[config.mk]
export PLATFORM = sky130hd
export DESIGN_NAME = rum_ctrl
export DESIGN_NICKNAME = d
export VERILOG_FILES = /design/src/design/rum_pkg.sv /design/src/design/rum_ctrl.sv
export SDC_FILE = /design/constraint.sdc
export NUM_CORES = 1
export LEC_CHECK = 0
export BUFFER_PORTS_ARGS = -buffer_cell sky130_fd_sc_hd__buf_2
export CORE_AREA = 4 4 41 43
export CTS_CLUSTER_SIZE = 20
export DETAILED_ROUTE_END_ITERATION = 6
export DIE_AREA = 0 0 45 47
export GPL_ROUTABILITY_DRIVEN = 0
export HOLD_SLACK_MARGIN = 0.12
export PLACE_DENSITY = 0.49
export SLEW_MARGIN = 20
export SYNTH_ARGS = -nofsm -noshare
export SYNTH_HDL_FRONTEND = slang
export SYNTH_SLANG_ARGS = --single-unit
[constraint.sdc]
create_clock -name aclk -period 1.8 [get_ports aclk]
set_input_delay 0.09 -clock aclk [delete_from_list [all_inputs] [get_ports aclk]]
set_output_delay 0.09 -clock aclk [all_outputs]
set_load 0.02 [all_outputs]
[src/design/rum_pkg.sv]
// ----------------------------------------------------------------------------
// rum_pkg: shared types and constants of the RGB unsharp mask filter
// Holds the controller states, the command and status bundles between the
// controller and the datapath, and the configuration register indexes.
// ----------------------------------------------------------------------------
package rum_pkg;

    typedef enum logic [2:0] {
        ST_IDLE,
        ST_CHECK,
        ST_ADDR,
        ST_ACC,
        ST_KB,
        ST_GAIN,
        ST_OUT
    } state_t;

    typedef struct packed {
        logic accept;
        logic start;
        logic addr;
        logic acc;
        logic kb;
        logic gain;
        logic done;
    } dp_cmd_t;

    typedef struct packed {
        logic out_ready;
        logic tap_last;
    } dp_status_t;

    localparam logic [2:0] REG_BOUNDARY_MODE = 3'd0;
    localparam logic [2:0] REG_ROW_WEIGHTS   = 3'd1;
    localparam logic [2:0] REG_COL_WEIGHTS   = 3'd2;
    localparam logic [2:0] REG_SHARPEN_K     = 3'd3;
    localparam logic [2:0] REG_OUT_GAIN      = 3'd4;
    localparam logic [2:0] REG_IMAGE_WIDTH   = 3'd5;
    localparam logic [2:0] REG_IMAGE_HEIGHT  = 3'd6;

    localparam logic MODE_ZERO_PAD = 1'b0;
    localparam logic MODE_MIRROR   = 1'b1;

    localparam logic CMD_PIXEL = 1'b0;
    localparam logic CMD_FLUSH = 1'b1;

endpackage

[src/design/rum_ctrl.sv]
// ----------------------------------------------------------------------------
// rum_ctrl: sequencing controller of the unsharp mask filter
// Takes one beat at a time, walks the datapath through the window taps and
// the sharpening steps, and holds the result until it is taken.
// ----------------------------------------------------------------------------
module rum_ctrl (
    input  logic                aclk,
    input  logic                aresetn,
    input  logic                s_valid,
    output logic                s_ready,
    output logic                m_valid,
    input  logic                m_ready,
    input  rum_pkg::dp_status_t status,
    output rum_pkg::dp_cmd_t    cmd
);

    rum_pkg::state_t state_reg;
    rum_pkg::state_t state_next;

    always_ff @(posedge aclk) begin
        if (!aresetn) begin
            state_reg <= rum_pkg::ST_IDLE;
        end else begin
            state_reg <= state_next;
        end
    end

    always_comb begin
        state_next = state_reg;
        case (state_reg)
            rum_pkg::ST_IDLE: begin
                if (s_valid) begin
                    state_next = rum_pkg::ST_CHECK;
                end
            end
            rum_pkg::ST_CHECK: begin
                state_next = status.out_ready ? rum_pkg::ST_ADDR : rum_pkg::ST_IDLE;
            end
            rum_pkg::ST_ADDR: state_next = rum_pkg::ST_ACC;
            rum_pkg::ST_ACC: begin
                state_next = status.tap_last ? rum_pkg::ST_KB : rum_pkg::ST_ADDR;
            end
            rum_pkg::ST_KB:   state_next = rum_pkg::ST_GAIN;
            rum_pkg::ST_GAIN: state_next = rum_pkg::ST_OUT;
            rum_pkg::ST_OUT: begin
                if (m_ready) begin
                    state_next = rum_pkg::ST_IDLE;
                end
            end
            default: state_next = rum_pkg::ST_IDLE;
        endcase
    end

    always_comb begin
        s_ready    = 1'b0;
        m_valid    = 1'b0;
        cmd        = '0;
        case (state_reg)
            rum_pkg::ST_IDLE: begin
                s_ready    = 1'b1;
                cmd.accept = s_valid;
            end
            rum_pkg::ST_CHECK: cmd.start = status.out_ready;
            rum_pkg::ST_ADDR:  cmd.addr  = 1'b1;
            rum_pkg::ST_ACC:   cmd.acc   = 1'b1;
            rum_pkg::ST_KB:    cmd.kb    = 1'b1;
            rum_pkg::ST_GAIN:  cmd.gain  = 1'b1;
            rum_pkg::ST_OUT: begin
                m_valid  = 1'b1;
                cmd.done = m_ready;
            end
            default: begin
                s_ready = 1'b0;
            end
        endcase
    end

endmodule

Word-level counts from Yosys, hierarchy flattened
Cells that the tools add are included.
{"block": "totals", "in_bits": 6, "ff_bits": 3, "wordCells": 25, "output_inout_bits": 9}
{"block": "op_classes", "reduce_logical": 2, "muxes": 14, "n_eq_ne": 8}
{"operator": "one-hot mux 3 bit (7 select lines)", "n": 1}
{"operator": "== test 3 bit (second input constant)", "n": 3}
{"operator": "two-way mux 1 bit", "n": 9}
{"operator": "two-way mux 3 bit", "n": 3}
{"operator": "== test 3 x 2 -> 1 bit (second input constant)", "n": 2}
{"operator": "!= test 2 bit (second input constant)", "n": 2}
{"operator": "== test 3 x 1 -> 1 bit (second input constant)", "n": 1}
{"operator": "logical NOT 3 bit", "n": 1}
{"operator": "two-way mux 2 bit", "n": 1}
{"operator": "AND reduction 2 bit", "n": 1}

Depth between registers and ports, before layout
{"block": "logic_depth", "depth_word": 3, "mapped_depth": 4, "mapped_depth_nobuf": 3}

Worst setup path after synthesis
No wires, ideal clock.
{"block": "synth_path", "kind": "reg-to-output", "start": "reg state_reg[1]", "end": "out cmd[5] in the netlist's numbering", "path_slack_ps": 548, "arrival_ps": 1162, "stages_incl_launch_ff": 3, "required_ps": 1710, "path_buffers": 1, "path_cell_list": "dfxtp_1 -> buf_6 -> nor4bb_1"}
{"item": "from (decl)", "line": "rum_ctrl.sv:17", "text": "rum_pkg::state_t state_reg;"}
{"item": "from (signal assigned)", "line": "rum_ctrl.sv:22", "text": "state_reg <= rum_pkg::ST_IDLE;"}
{"item": "from (signal assigned)", "line": "rum_ctrl.sv:24", "text": "state_reg <= state_next;"}
{"item": "to (decl)", "line": "rum_ctrl.sv:14", "text": "output rum_pkg::dp_cmd_t cmd"}

==> results.md <==
GRT:
- Summed over all layers, the global routing overflow is 0.
- The first global-routing pass estimated 966 um of wire.
- The overall global routing resource usage is 0.0647.
- The number of global-route vias before repair was 221.
- The pin count of the biggest net entering global routing is 13.
- The number of antenna violations at the first check in global routing is 0.

Floorplan:
- The area of the core is 1300 um^2.
- The initial core utilization is 0.186.
- The die is 47 um tall.
- The die is 45 um wide.
- The number of standard-cell rows in the floorplan is 13.
- The die outline area is 2120 um^2.
- 15 I/O pins were placed.

Synth:
- The flip-flop cell with the highest count after synthesis is sky130_fd_sc_hd__dfxtp_1.
- Each instance of the synthesized netlist takes up on average 8.05 um^2.
- The part of the Yosys area used for sequential elements is 0.249.
- In this run, synthesis produced a sequential element count of 3.
- The number of nets handed over by synthesis was 36.
- Counting flops with a built-in enable in the synthesized netlist gives 0.
- The synthesized area is 241 um^2.
- In this run, distinct cell masters in the synthesized netlist total 19.
- By area the synthesized netlist is led by sky130_fd_sc_hd__dfxtp_1, sky130_fd_sc_hd__buf_6, sky130_fd_sc_hd__nor3_2.
- The share of synthesized area in the top cell type comes to 0.249.
- Of all flip-flops after synthesis, the portion carrying an async set or reset was 0.
- Yosys printed 0 warnings.
- Synthesis handed over a netlist of 30 instances.
- The top cell type by total area after synthesis is sky130_fd_sc_hd__dfxtp_1.

Job:
- Across the run, the number of max-cap violations was 0.

Critical path:
- STA classifies the critical path startpoint as a flop.
- The worst setup path is captured at an output pin.
- The register-to-register path setup slack is 0.71 ns.
- The endpoint identified for the worst register-to-register timing path is state_reg[1].
- The longest individual stage delay on the worst path is 0.58 ns.
- The signal on the critical path passes through nand2b_1, nor2_1, and2_1, buf_2.
- The highest-delay cell along the critical path is sky130_fd_sc_hd__dfxtp_1.
- The classification of the worst setup path is flop to output pin.
- Data on the critical path is required at its endpoint by 1.71 ns.
- The worst reg-to-reg path cell count is 2.
- The critical path arrival is 1.36 ns.
- In this run the critical register-to-register path is launched from state_reg[1].
- The maximum fanout along the worst path is 12.

Clock tree:
- The tree is rooted in a sky130_fd_sc_hd__clkbuf_4.
- Counting the buffers created by CTS gives 3.
- The tree built by TritonCTS fans out to 3 sinks.
- The maximum buffer depth of the clock tree is 2.
- The insertion delay of the later-clocked pin in the worst-skew pair is 0.23 ns.
- The cts-stage hold buffer count is 0.
- Post-CTS timing repair inserted 0 buffers for setup.
- TritonCTS built the clock tree.
- The post-cts sizing count is 0.
- CTS built an H-tree with a depth of 1.
- Clock-pin slew was measured on the worst setup and hold paths at 0.04 ns.

Placed design:
- Input and output buffers added on the ports amount to 14.
- The HPWL after detailed placement is 449 um.
- The worst slack after detailed placement is 0.582 ns.

STA:
- In the finished design, the share of the clock period the worst path needs comes to 0.805.
- The number of max-slew violations in the final report is 0.
- The hold violation total from the final report was 0.
- After routing, the total negative slack on setup checks comes to 0 ns.
- Setup violations remaining at the end of the flow were counted as 0.
- Setup repair after global routing left no endpoint under its margin.
- Setup slack on the critical path of the routed design comes to 0.351 ns.
- The pin slew with the least headroom to its limit is 0.436 ns.
- The timing-limited maximum frequency is 690 MHz.
- Between clock sinks in the finished design, the worst skew comes to 0.00345 ns.
- The worst pin sits at a relative slew slack of 0.709.
- For the finished layout, the period the worst path requires is 1.45 ns.

Drt:
- The aggregate routed wire length is 569 um.
- The count of routing violations after the opening detailed-route iteration is 7.
- In the routed design, unresolved DRC markers number 0.
- Across all layers, the routed design uses 246 vias.
- The via density per instance is 4.10.
- The total iterations of the first detailed-routing run is 3.
- The number of routed nets with antenna violations is 0.
- The average wire per cell in the routed design is 9.48 um.

Hold path:
- The worst hold path belongs to the class primary input to flop.
- The beginning of the worst hold path is aresetn.
- The worst hold endpoint is state_reg[2].
- The worst hold path passes through 3 cells.

Outcome:
- The run finished with clean final reports.

Cells and area:
- The flip-flop count of the largest register after layout is 3.
- 0 antenna diodes ended up in the layout.
- The area added between synthesis and finish is 33.7%.
- The number of fill cells in the layout is 163.
- After the last flow step, the layout net total stands at 52.
- In the final layout, the share of cells above drive strength 1 is 0.489.
- Once layout is complete, the utilization of the core stands at 0.248.

Power:
- Overall power consumption after layout is estimated at 258 uW.
- The power per cell area is 800 nW/um^2.
- The largest vdd supply drop is 0.000324 V.
- The analysis attributes to cell leakage a power of 0.000158 uW.
synthesized netlist by cell type (2+ instances only):
cell type                 count
sky130_fd_sc_hd__dfxtp_1      3
sky130_fd_sc_hd__a21oi_1      2
sky130_fd_sc_hd__nor3_2       2
sky130_fd_sc_hd__and2_1       2
sky130_fd_sc_hd__nand2_1      2
sky130_fd_sc_hd__buf_6        3
sky130_fd_sc_hd__nor2_1       4
layout by cell type, fill, tap and decap left out:
cell / count
sky130_fd_sc_hd__a2111oi_2: 1
sky130_fd_sc_hd__a21oi_1: 2
sky130_fd_sc_hd__a31oi_1: 1
sky130_fd_sc_hd__and2_1: 2
sky130_fd_sc_hd__and3_1: 1
sky130_fd_sc_hd__buf_2: 14
sky130_fd_sc_hd__clkbuf_1: 1
sky130_fd_sc_hd__clkbuf_4: 3
sky130_fd_sc_hd__dfxtp_1: 3
sky130_fd_sc_hd__inv_1: 1
sky130_fd_sc_hd__inv_2: 1
sky130_fd_sc_hd__nand2_1: 2
sky130_fd_sc_hd__nand2b_1: 1
sky130_fd_sc_hd__nand4_1: 1
sky130_fd_sc_hd__nor2_1: 4
sky130_fd_sc_hd__nor2_2: 1
sky130_fd_sc_hd__nor3_1: 1
sky130_fd_sc_hd__nor3_2: 2
sky130_fd_sc_hd__nor4bb_1: 1
sky130_fd_sc_hd__o21ai_0: 1
sky130_fd_sc_hd__o31a_1: 1
report_power, final:
group          switching (uW)  leakage [uW]  internal [uW]
combinational            31.7      0.000118           24.8
clock                    32.1     0.0000150           82.9
sequential               14.9     0.0000246           71.8
total                    78.7      0.000158            180
final cells by class:
| type | count | area [um^2] | share of cell area |
|---|---|---|---|
| clock buffer | 4 | 26.3 | 0.0814 |
| timing repair buffer | 14 | 70.1 | 0.217 |
| sequential | 3 | 60.1 | 0.186 |
| tap | 15 | 18.8 | 0.0581 |
| inverter | 2 | 7.51 | 0.0233 |
| multi-input combinational | 22 | 140 | 0.434 |
layer usage:
layer	GRT usage	share of wire
met1	0.0882	0.51
met2	0.0791	0.40
met4	0.0351	0
met5	0	0
met3	0.0345	0.086
cells by family after synthesis:
kind of cell | synth area share
AND/OR/NAND/NOR | 0.394
AO/OA/AOI/OAI | 0.187
buffers and inverters | 0.171
flip-flops | 0.249
worst max-delay path: cells and delay by family, from the launching register on:
family,cells,cell delay (ns)
buffers and inverters,1,0.15
DFF,1,0.58
and+or+nand+nor,3,0.40
through the flow:
step / area (um^2) / hold WS, ns / cells
floorplan: 241 / 0.259 / 30
detailed placement: 297 / 0.404 / 56
global placement: 297 / 0.405 / 56
CTS: 323 / 0.161 / 60
finish: 323 / 0.163 / 60
global route: 323 / 0.175 / 60
worst max path at each step:
stage	start	to	slack, ns	depth (start not counted)
after floorplan	state_reg[1]	cmd[5]	0.55	2
after CTS	state_reg[1]	cmd[0]	0.33	4
after global placement	state_reg[1]	cmd[0]	0.61	4
after global routing	state_reg[1]	cmd[0]	0.16	4
after detailed placement	state_reg[1]	cmd[0]	0.58	4
final	state_reg[1]	cmd[0]	0.35	4
No activity file was read; power rests on OpenSTA's default activity.
